--- src/rtl/agst_pkg.sv ---
`timescale 1ns / 1ps
// ---------------------------------------------------------------------------
// agst_pkg
// Shared types and codes for the goal lifecycle transition decoder.
// ---------------------------------------------------------------------------
package agst_pkg;

    // lifecycle states
    localparam logic [1:0] ST_EXEC    = 2'd0;
    localparam logic [1:0] ST_CANCEL  = 2'd1;
    localparam logic [1:0] ST_FINISH  = 2'd2;

    // cancel origins
    localparam logic [1:0] SRC_NONE    = 2'd0;
    localparam logic [1:0] SRC_CLIENT  = 2'd1;
    localparam logic [1:0] SRC_RUNTIME = 2'd2;

    // terminal status
    localparam logic [1:0] FS_UNSPEC = 2'd0;
    localparam logic [1:0] FS_SUCC   = 2'd1;
    localparam logic [1:0] FS_CANC   = 2'd2;
    localparam logic [1:0] FS_ABORT  = 2'd3;

    // outcome
    localparam logic [1:0] OUT_NOP   = 2'd0;
    localparam logic [1:0] OUT_TRANS = 2'd1;
    localparam logic [1:0] OUT_ERR   = 2'd2;

    // fault codes
    localparam logic [2:0] F_NONE    = 3'd0;
    localparam logic [2:0] F_CTX     = 3'd1;
    localparam logic [2:0] F_NOTALL  = 3'd2;
    localparam logic [2:0] F_NOPEND  = 3'd3;
    localparam logic [2:0] F_STATUS  = 3'd4;
    localparam logic [2:0] F_UNKNOWN = 3'd5;

    // event codes
    localparam logic [4:0] EV_FEEDBACK        = 5'd0;
    localparam logic [4:0] EV_DONE_SUCC       = 5'd1;
    localparam logic [4:0] EV_DONE_CANC       = 5'd2;
    localparam logic [4:0] EV_DONE_ABORT      = 5'd3;
    localparam logic [4:0] EV_DONE_UNSPEC     = 5'd4;
    localparam logic [4:0] EV_ACCEPT_CANCEL   = 5'd5;
    localparam logic [4:0] EV_REJECT_CANCEL   = 5'd6;
    localparam logic [4:0] EV_CANCEL_REQ      = 5'd7;
    localparam logic [4:0] EV_DUP_CANCEL      = 5'd8;
    localparam logic [4:0] EV_DUP_GOAL        = 5'd9;
    localparam logic [4:0] EV_FB_SENT         = 5'd10;
    localparam logic [4:0] EV_FB_FAILED       = 5'd11;
    localparam logic [4:0] EV_RESULT_SENT     = 5'd12;
    localparam logic [4:0] EV_RESULT_FAILED   = 5'd13;
    localparam logic [4:0] EV_DISCONNECT      = 5'd14;
    localparam logic [4:0] EV_APP_TIMEOUT     = 5'd15;
    localparam logic [4:0] EV_SHUTDOWN        = 5'd16;
    localparam logic [4:0] EV_RUNTIME_CANCEL  = 5'd17;

    typedef struct packed {
        logic [1:0] goal_state;
        logic       cancel_pending;
        logic [1:0] cancel_source;
        logic [1:0] final_status;
    } t_goal_ctx;

    typedef struct packed {
        logic [1:0] outcome;
        logic [2:0] fault_code;
        t_goal_ctx  next_ctx;
    } t_dec_result;

endpackage

--- src/rtl/agst_decode.sv ---
`timescale 1ns / 1ps
// ---------------------------------------------------------------------------
// agst_decode
// Combinational event decode: context check, transition and fault selection.
// ---------------------------------------------------------------------------
module agst_decode (
    input  agst_pkg::t_goal_ctx   i_ctx,
    input  logic [4:0]            i_kind,
    output agst_pkg::t_dec_result o_res
);
    import agst_pkg::*;

    logic       w_ctx_ok;
    logic [1:0] w_st;
    logic       w_pend;
    logic [1:0] w_src;
    logic [1:0] w_fs;
    logic       w_done_ok;

    assign w_st   = i_ctx.goal_state;
    assign w_pend = i_ctx.cancel_pending;
    assign w_src  = i_ctx.cancel_source;
    assign w_fs   = i_ctx.final_status;

    // state 0..2, pending tracks origin, pending only while executing,
    // status set exactly when finishing
    assign w_ctx_ok = (w_st <= ST_FINISH)
                   && (w_pend == (w_src != SRC_NONE))
                   && !(w_pend && (w_st != ST_EXEC))
                   && ((w_st == ST_FINISH) ? (w_fs != FS_UNSPEC) : (w_fs == FS_UNSPEC));

    // completion codes 1..3 carry the wanted status in their low bits
    assign w_done_ok = ((w_st == ST_EXEC)
                        && ((i_kind[1:0] == FS_SUCC) || (i_kind[1:0] == FS_ABORT)))
                    || ((w_st == ST_CANCEL)
                        && ((i_kind[1:0] == FS_CANC) || (i_kind[1:0] == FS_ABORT)));

    always_comb begin
        o_res.outcome    = OUT_NOP;
        o_res.fault_code = F_NONE;
        o_res.next_ctx   = i_ctx;
        if (!w_ctx_ok) begin
            o_res.outcome    = OUT_ERR;
            o_res.fault_code = F_CTX;
        end else begin
            unique case (i_kind)
                EV_FEEDBACK: begin
                    if (w_st != ST_EXEC && w_st != ST_CANCEL) begin
                        o_res.outcome    = OUT_ERR;
                        o_res.fault_code = F_NOTALL;
                    end
                end
                EV_DONE_SUCC, EV_DONE_CANC, EV_DONE_ABORT: begin
                    if (!w_done_ok) begin
                        o_res.outcome    = OUT_ERR;
                        o_res.fault_code = F_NOTALL;
                    end else begin
                        o_res.outcome                 = OUT_TRANS;
                        o_res.next_ctx.goal_state     = ST_FINISH;
                        o_res.next_ctx.cancel_pending = 1'b0;
                        o_res.next_ctx.cancel_source  = SRC_NONE;
                        o_res.next_ctx.final_status   = i_kind[1:0];
                    end
                end
                EV_DONE_UNSPEC: begin
                    o_res.outcome    = OUT_ERR;
                    o_res.fault_code = F_STATUS;
                end
                EV_ACCEPT_CANCEL, EV_REJECT_CANCEL: begin
                    if (w_st != ST_EXEC) begin
                        o_res.outcome    = OUT_ERR;
                        o_res.fault_code = F_NOTALL;
                    end else if (!w_pend || (w_src == SRC_NONE)) begin
                        o_res.outcome    = OUT_ERR;
                        o_res.fault_code = F_NOPEND;
                    end else begin
                        o_res.outcome                 = OUT_TRANS;
                        o_res.next_ctx.goal_state     =
                            (i_kind == EV_ACCEPT_CANCEL) ? ST_CANCEL : ST_EXEC;
                        o_res.next_ctx.cancel_pending = 1'b0;
                        o_res.next_ctx.cancel_source  = SRC_NONE;
                    end
                end
                EV_CANCEL_REQ: begin
                    if (w_st == ST_EXEC && !w_pend) begin
                        o_res.outcome                 = OUT_TRANS;
                        o_res.next_ctx.cancel_pending = 1'b1;
                        o_res.next_ctx.cancel_source  = SRC_CLIENT;
                    end
                end
                EV_RESULT_SENT, EV_RESULT_FAILED: begin
                    if (w_st != ST_FINISH) begin
                        o_res.outcome    = OUT_ERR;
                        o_res.fault_code = F_NOTALL;
                    end
                end
                EV_DUP_CANCEL, EV_DUP_GOAL, EV_FB_SENT, EV_FB_FAILED,
                EV_DISCONNECT, EV_APP_TIMEOUT, EV_SHUTDOWN: begin
                    o_res.outcome = OUT_NOP;
                end
                EV_RUNTIME_CANCEL: begin
                    // runtime cancel marks a new cancel, or relabels a pending one from another origin
                    if (w_st == ST_EXEC) begin
                        if (!w_pend) begin
                            o_res.outcome                 = OUT_TRANS;
                            o_res.next_ctx.cancel_pending = 1'b1;
                            o_res.next_ctx.cancel_source  = SRC_RUNTIME;
                        end else if (w_src != SRC_RUNTIME) begin
                            o_res.outcome                = OUT_TRANS;
                            o_res.next_ctx.cancel_source = SRC_RUNTIME;
                        end
                    end
                end
                default: begin
                    o_res.outcome    = OUT_ERR;
                    o_res.fault_code = F_UNKNOWN;
                end
            endcase
        end
    end

endmodule

--- src/rtl/action_goal_server_transition.sv ---
`timescale 1ns / 1ps
// ---------------------------------------------------------------------------
// action_goal_server_transition
// Server-side goal lifecycle transition decoder with registered in/out.
// ---------------------------------------------------------------------------
// Each input transaction carries one goal context and one event code and
// yields exactly one result transaction: outcome, fault code and the next
// context. The block holds no goal state of its own; the caller feeds the
// context back. The result passes the input register, then the result
// register, and throughput is one transaction per cycle while the result
// side is ready: the only work is a single combinational decode stage
// between the input register and the result register. Backpressure
// on the result side propagates through both registers, so input is still
// taken while a result waits as long as the input register has room or
// moves on in the same cycle.
module action_goal_server_transition (
    input  logic        i_clk,
    input  logic        i_rst_n,
    input  logic        s_axis_tvalid,
    output logic        s_axis_tready,
    // [1:0] goal_state, [2] cancel_pending, [4:3] cancel_source,
    // [6:5] final_status, [7] zero
    input  logic [7:0]  s_axis_tdata,
    // [4:0] kind (event code)
    input  logic [4:0]  s_axis_tuser,
    output logic        m_axis_tvalid,
    input  logic        m_axis_tready,
    // [1:0] outcome, [4:2] fault_code, [6:5] next_goal_state,
    // [7] next_cancel_pending, [9:8] next_cancel_source,
    // [11:10] next_final_status, [15:12] zero
    output logic [15:0] m_axis_tdata
);
    import agst_pkg::*;

    // input stage
    logic        r_in_valid, n_in_valid;
    t_goal_ctx   r_in_ctx,   n_in_ctx;
    logic [4:0]  r_in_kind,  n_in_kind;

    // result stage
    logic        r_out_valid, n_out_valid;
    t_dec_result r_out_res,   n_out_res;

    t_dec_result w_dec;
    logic        w_advance;   // input stage may hand over to result stage
    logic        w_take;      // input transaction accepted

    agst_decode u_decode (
        .i_ctx  (r_in_ctx),
        .i_kind (r_in_kind),
        .o_res  (w_dec)
    );

    // result register frees when empty or drained this cycle
    assign w_advance     = !r_out_valid || m_axis_tready;
    assign s_axis_tready = !r_in_valid || w_advance;
    assign w_take        = s_axis_tvalid && s_axis_tready;

    always_comb begin
        n_in_valid  = r_in_valid;
        n_in_ctx    = r_in_ctx;
        n_in_kind   = r_in_kind;
        n_out_valid = r_out_valid;
        n_out_res   = r_out_res;

        if (w_advance) begin
            n_out_valid = r_in_valid;
            if (r_in_valid) begin
                n_out_res = w_dec;
            end
        end

        if (s_axis_tready) begin
            n_in_valid = s_axis_tvalid;
        end
        if (w_take) begin
            n_in_ctx.goal_state     = s_axis_tdata[1:0];
            n_in_ctx.cancel_pending = s_axis_tdata[2];
            n_in_ctx.cancel_source  = s_axis_tdata[4:3];
            n_in_ctx.final_status   = s_axis_tdata[6:5];
            n_in_kind               = s_axis_tuser;
        end
    end

    always_ff @(posedge i_clk) begin
        if (!i_rst_n) begin
            r_in_valid  <= 1'b0;
            r_out_valid <= 1'b0;
        end else begin
            r_in_valid  <= n_in_valid;
            r_out_valid <= n_out_valid;
        end
    end

    // payload registers, no reset needed
    always_ff @(posedge i_clk) begin
        r_in_ctx  <= n_in_ctx;
        r_in_kind <= n_in_kind;
        r_out_res <= n_out_res;
    end

    assign m_axis_tvalid = r_out_valid;
    assign m_axis_tdata  = {4'b0000,
                            r_out_res.next_ctx.final_status,
                            r_out_res.next_ctx.cancel_source,
                            r_out_res.next_ctx.cancel_pending,
                            r_out_res.next_ctx.goal_state,
                            r_out_res.fault_code,
                            r_out_res.outcome};

endmodule

--- config.mk ---
export PLATFORM = sky130hd
export DESIGN_NAME = action_goal_server_transition
export DESIGN_NICKNAME = d
export VERILOG_FILES = /design/src/rtl/agst_pkg.sv /design/src/rtl/agst_decode.sv /design/src/rtl/action_goal_server_transition.sv
export SDC_FILE = /design/constraint.sdc
export NUM_CORES = 1
export LEC_CHECK = 0
export BUFFER_PORTS_ARGS = -buffer_cell sky130_fd_sc_hd__buf_4
export CAP_MARGIN = 15
export CORE_ASPECT_RATIO = 1.75
export CORE_MARGIN = 8
export CORE_UTILIZATION = 53
export DETAILED_ROUTE_END_ITERATION = 6
export PLACE_DENSITY = 0.83
export SLEW_MARGIN = 20
export SYNTH_ARGS = -nofsm -noshare
export SYNTH_HDL_FRONTEND = slang
export SYNTH_HIERARCHICAL = 1
export SYNTH_SLANG_ARGS = --single-unit
--- constraint.sdc ---
create_clock -name i_clk -period 3.3 [get_ports i_clk]
set_clock_uncertainty 0.2 [all_clocks]
set_input_delay 0.495 -clock i_clk [delete_from_list [all_inputs] [get_ports i_clk]]
set_output_delay 0.495 -clock i_clk [all_outputs]
set_load 0.01 [all_outputs]
==> out/results.ini, run 1 <==
[clock_network]
cts.root.buffer_cell = clkbuf_8
tritoncts = built
cts-buffers-inserted = 3
cts_repair_resize_count = 0
post_cts_hold_buffer_count = 0
worstSkewPairLatency_ps = 260
cts_num_sinks = 26
clk_pin_slew_worst_paths_ps = 80
htree_num_levels = 1
cts_post_setup_buffers_inserted = 0
clockBufferDepth = 2

[layout]
share_of_final_layout_standard_cells_stronger_than_drive_strength_1 = 0.336
n_antenna_cell = 0
final_net_count = 163
layout-area-overhead-vs-synth_pct = 16.0
layout.cell_area.non_filler_um2 = 1630

[floorplan]
die_x_um = 55.0
std_cell_rows = 25
fp.dieArea_um2 = 4630
io_pins = 35
floorplan.initialDensity = 0.536
fp.coreArea_um2 = 2630
die_h_um = 84.2

[routing]
drc = 0
postRouteWirelength_um = 2800
detail_route.wl_per_cell_um = 16.5
routed_via_density = 6.01
num_vias = 1021
detailedRoute.firstIterationViolations = 56
drtPass1Iterations = 4
antenna_violation_net_count_after_detailed_routing = 0

[critical_path]
cp_max_fo = 12
worstSetupPathType = register to register
worst-endpoint-required_ps = 3120
critical_path.endpoint_type = register
worst_setup_path_start_kind = register
critical_path_data_arrival_time_ps = 2280

[pwr]
power.total_mw = 0.677
power_per_cell_area_nw_per_um2 = 414
static-leakage-power_nw = 0.651
vdd.ir_drop.worst_v = 0.000338

[timing]
report.final.hold_viol_count = 0
timing.final.max_slew_violations = 0
rsz0062_at_grt = no
final.period_utilization = 0.745
worst_slew_pin_slew_ps = 663
slew_headroom = 0.554
final.setup.tns_ps = 0
setup-violations-final = 0
max_fclk_mhz = 407
period_needed_ps = 2460

[status]
run_status = finished, final reports clean

[placement]
numPortBuffers = 29
post-dp-hpwl_um = 2160
placedInstanceArea_um2 = 1580
routabilityCongestion = 0.947

[global_routing]
antenna_found_initial = 0
grt_overflow = 0
grt_use_total = 0.129
via_count_of_the_first_global_routing_pass = 1087
global_route_wire_length_before_repair_um = 4570
maximum_number_of_pins_on_one_net_before_global_route_repair = 15

[logic_synthesis]
postSynthAreaPerCell_um2 = 12.0
number_of_warning_messages_in_the_yosys_log = 6
synthFlopType = edfxtp_1
number_of_flops_mapped_to_enable_cells_by_yosys = 24
synthesis.area_um2 = 1410
syn_inst = 117
synth_async_sr_flop_share = 0
synth.lib_cells_used.distinct = 45
synth_sequential_area_ratio = 0.540
synth.ff_latch_count = 26

[flow_run]
drv_cap = 0

[hold_path]
hold_path.class = input port to register

[path summary, 6_finish.rpt]
path,start,end,slack [ps],cells after the start
worst min-delay path,s_axis_tdata[3],r_in_ctx[2],200,1
worst max register to register,r_in_kind[1],m_axis_tdata[9],840,5
worst max-delay path,r_in_kind[1],m_axis_tdata[9],840,5
worst min register to register,m_axis_tvalid,r_in_valid,340,2
[cells by family after synthesis]
family                   share of synthesized area
buffers and inverters                       0.0888
XOR/XNOR                                   0.00622
adder cells (fa/ha/maj)                     0.0178
AND/OR/NAND/NOR                              0.191
AO/OA/AOI/OAI                                0.147
flip-flops                                   0.540
other                                      0.00266
multiplexers                               0.00711
[cell usage in the layout, fill, tap and decap left out, drive strengths merged, types with 3 or more instances in the layout]
master and count:
a21oi 5, o21ai 4, edfxtp 24, buf 30
o22ai 3, conb 4, nor2 7, or3 3
a21o 3, nand3 3, inv 6, nor3 9
nand2 5, clkbuf 4
[power by group]
part / switching, mW / leakage [nW] / internal, mW
sequential: 0.0182 / 0.240 / 0.379
clock: 0.0914 / 0.0288 / 0.106
combinational: 0.0416 / 0.383 / 0.0404
[through the flow]
| stage | instances | setup WS (ps) | hold slack (ps) | utilization |
|---|---|---|---|---|
| 5_1_grt | 170 | 633 | 179 | 0.622 |
| 4_1_cts | 170 | 896 | 191 | 0.621 |
| 3_3_place_gp | 166 | 983 | 310 | 0.600 |
| 3_5_place_dp | 166 | 906 | 331 | 0.600 |
| 6_report | 170 | 842 | 200 | 0.622 |
| 2_1_floorplan | 120 | 1120 | 309 | - |
[synth_stat cells, types with 3 or more instances]
library cell	count	area [µm²]
edfxtp_1	24	721
o21ai_0	4	20.0
a21o_1	3	22.5
inv_1	6	22.5
nand3_1	3	15.0
nand2_1	5	18.8
buf_4	5	37.5
nor2_1	7	26.3
buf_6	4	45.0
nor3_1	9	45.0
a21oi_1	5	25.0
o22ai_1	3	18.8
[cell type report]
| type | count | area [µm²] |
|---|---|---|
| multi-input cells | 77 | 537 |
| repair buffers | 30 | 225 |
| inverters | 6 | 22.5 |
| flip-flops and latches | 26 | 761 |
| fillers | 229 | 993 |
| well taps | 27 | 33.8 |
| clock buffers | 4 | 55.1 |
[flip-flops by register name, indices dropped and copies added (netlist names)]
signal and count:
m_axis_tvalid 1, r_in_valid 1, r_in_kind 5, m_axis_tdata 12, r_in_ctx 7
[worst max-delay path: stages (launching register included)]
cell	delay (ps)
edfxtp_1	560
xnor2_1	190
or3_1	450
a311oi_4	420
nor3b_2	280
o22ai_1	100
[routing by layer]
layer | GRT usage | share of wire
met5 | 0 | 0
met4 | 0.112 | 0.064
met3 | 0.0212 | 0.048
met2 | 0.230 | 0.57
met1 | 0.109 | 0.31
Power figures use the tool's default switching activity.
==> inputs of run 2 (changes only) <==
--- a/config.mk
+++ b/config.mk
@@ -9,9 +9,9 @@
 export CAP_MARGIN = 15
 export CORE_ASPECT_RATIO = 1.75
 export CORE_MARGIN = 8
-export CORE_UTILIZATION = 53
+export CORE_UTILIZATION = 47
 export DETAILED_ROUTE_END_ITERATION = 6
-export PLACE_DENSITY = 0.83
+export PLACE_DENSITY = 0.79
 export SLEW_MARGIN = 20
 export SYNTH_ARGS = -nofsm -noshare
 export SYNTH_HDL_FRONTEND = slang
==> constraint.sdc (replaced) <==
create_clock -name i_clk -period 2 [get_ports i_clk]
set_clock_uncertainty 0.2 [all_clocks]
set_input_delay 0.3 -clock i_clk [delete_from_list [all_inputs] [get_ports i_clk]]
set_output_delay 0.3 -clock i_clk [all_outputs]
set_load 0.01 [all_outputs]
==> run 2 against run 1 <==
  * Register-to-register slack worse by 950 ps
  * Sequential power up 62%
  * The flow now finishes with violations (negative setup slack)
  * Worst hold slack worse by 170 ps
  * Fmax up 16%
  * Global-route usage up 0.65 points
  * Sequential cell count unchanged
==> out/results.ini, run 2 (synthesis gave the netlist of run 1 again) <==
[status]
run_status = finished with violations
failed_checks = negative setup slack

[layout]
layout-area-overhead-vs-synth_pct = 47.0
sequential_cell_area_um2 = 761  ; unchanged
post-route-util = 0.715  ; +0.0933
n_antenna_cell = 0  ; unchanged
final_net_count = 200  ; +23%
fillerInstances = 216  ; -5.7%
share_of_final_layout_standard_cells_stronger_than_drive_strength_1 = 0.472  ; +0.137
area_occupied_by_multi_input_gates_um2 = 644  ; +20%
mostFrequentLayoutCell = buf_4
layout.cells.most_common_list = buf_4, edfxtp_1, dlygate4sd3_1
largest_register_ffs = 12  ; unchanged
layout.cell_area.non_filler_um2 = 2070  ; +27%

[critical_path]
cp_max_fo = 9  ; -3
critical_path.endpoint_type = register
worstSetupPathType = register to register
worst-endpoint-required_ps = 1830  ; -1290 ps
critical_path_data_arrival_time_ps = 1940  ; -340 ps
worst_setup_path_start_kind = register

[clock_network]
clockBufferDepth = 2  ; unchanged
worstSkewPairLatency_ps = 270  ; about the same
cts.root.buffer_cell = clkbuf_8
tritoncts = built
cts-buffers-inserted = 3  ; unchanged
cts_num_sinks = 26  ; unchanged
clk_pin_slew_worst_paths_ps = 90  ; about the same
htree_num_levels = 1  ; unchanged

[routing]
topRoutingLayerUsed = met4
num_vias = 1131  ; +11%
postRouteWirelength_um = 3410  ; +22%
detail_route.wl_per_cell_um = 16.4  ; -0.24%
drtPass1Iterations = 4  ; unchanged
met1Wirelength_um = 1060  ; +20%
met2_length_um = 2020  ; +26%
routed_via_density = 5.44  ; -9.5%
antenna_violation_net_count_after_detailed_routing = 0  ; unchanged
detailedRoute.firstIterationViolations = 20  ; -64%
drc = 0  ; unchanged
met3WireLength_um = 185  ; +37%

[timing]
setup-violations-final = 8  ; +8
postLayoutSetupSlackWorst_ps = -110  ; -952 ps
rsz0062_at_grt = yes
timing.final.max_slew_violations = 0  ; unchanged
max_fclk_mhz = 474  ; +16%
period_needed_ps = 2110  ; -348 ps
final.setup.tns_ps = -448  ; -448 ps
report.final.hold_viol_count = 0  ; unchanged
final.period_utilization = 1.06  ; +0.310

[floorplan]
fp.dieArea_um2 = 5070  ; +9.6%
fp.coreArea_um2 = 2900  ; +10%
floorplan.initialDensity = 0.487  ; -0.0496
io_pins = 35  ; unchanged
std_cell_rows = 26  ; +4.0%
die_x_um = 57.4  ; +4.4%
die_h_um = 88.4  ; +5.0%

[placement]
placedInstanceArea_um2 = 1760  ; +12%
routabilityCongestion = 0.826  ; -13%
post-dp-hpwl_um = 2460  ; +14%
numPortBuffers = 29  ; unchanged

[global_routing]
maximum_number_of_pins_on_one_net_before_global_route_repair = 16  ; +1
via_count_of_the_first_global_routing_pass = 1193  ; +9.8%
antenna_found_initial = 0  ; unchanged
grt_use_total = 0.136  ; +0.00652
grt_overflow = 0  ; unchanged
global_route_wire_length_before_repair_um = 5280  ; +16%

[flow_run]
drv_cap = 0  ; unchanged

[pwr]
vdd.ir_drop.worst_v = 0.000521  ; +54%
power_per_cell_area_nw_per_um2 = 635  ; +53%
power.total_mw = 1.32  ; +94%
static-leakage-power_nw = 0.860  ; +32%

[hold_path]
hold_path.class = input port to register

-- run 2: critical path, stage by stage (launching register included) --
cell and delay, ps:
edfxtp_1 490, buf_4 230, ha_4 280, a311oi_4 340
nor3b_2 220, o22ai_1 100
-- run 2: repair_timing --
item / in CTS / in global routing
setup buffers: 0 / 1
gates resized for setup: 9 / 11
pin swaps: 3 / 3
endpoints found under the setup margin: 11 / 11
endpoints found under the hold margin: 11 / 1
hold buffers: 11 / 1
-- run 2: layout make-up --
type,count,share of cell area
clock buffers,3,0.0199
repair buffers,67,0.259
flip-flops and latches,26,0.367
multi-input cells,77,0.311
well taps,28,0.0169
clock inverters,1,0.0145
inverters,6,0.0109
-- run 2: report_power, final --
| group | internal, mW | switching (mW) | total, mW |
|---|---|---|---|
| sequential | 0.625 | 0.0189 | 0.644 |
| clock | 0.268 | 0.171 | 0.439 |
| combinational | 0.125 | 0.108 | 0.233 |
| total | 1.02 | 0.298 | 1.32 |
-- run 2: metal layers --
layer,vias up,GRT usage
met1,519,0.104
met3,12,0.0335
met4,0,0.110
met5,-,0
li1,557,-
met2,43,0.271
-- run 2: per-stage QoR --
step / std cells / hold WS [ps] / setup WS (ps)
after global routing: 208 / 43.5 / -159
after detailed placement: 191 / 279 / -209
after CTS: 206 / 0.486 / -90.6
after global placement: 191 / 278 / -133
after floorplan: 120 / 199 / -139
final: 208 / 30.6 / -110
-- run 2: worst paths after layout --
check | start | endpoint | slack [ps] | depth (start not counted)
max | r_in_ctx[4] | m_axis_tdata[9] | -110 | 5
min | i_rst_n | m_axis_tvalid | 30 | 2
max reg2reg | r_in_ctx[4] | m_axis_tdata[9] | -110 | 5
min reg2reg | m_axis_tvalid | r_in_valid | 340 | 2
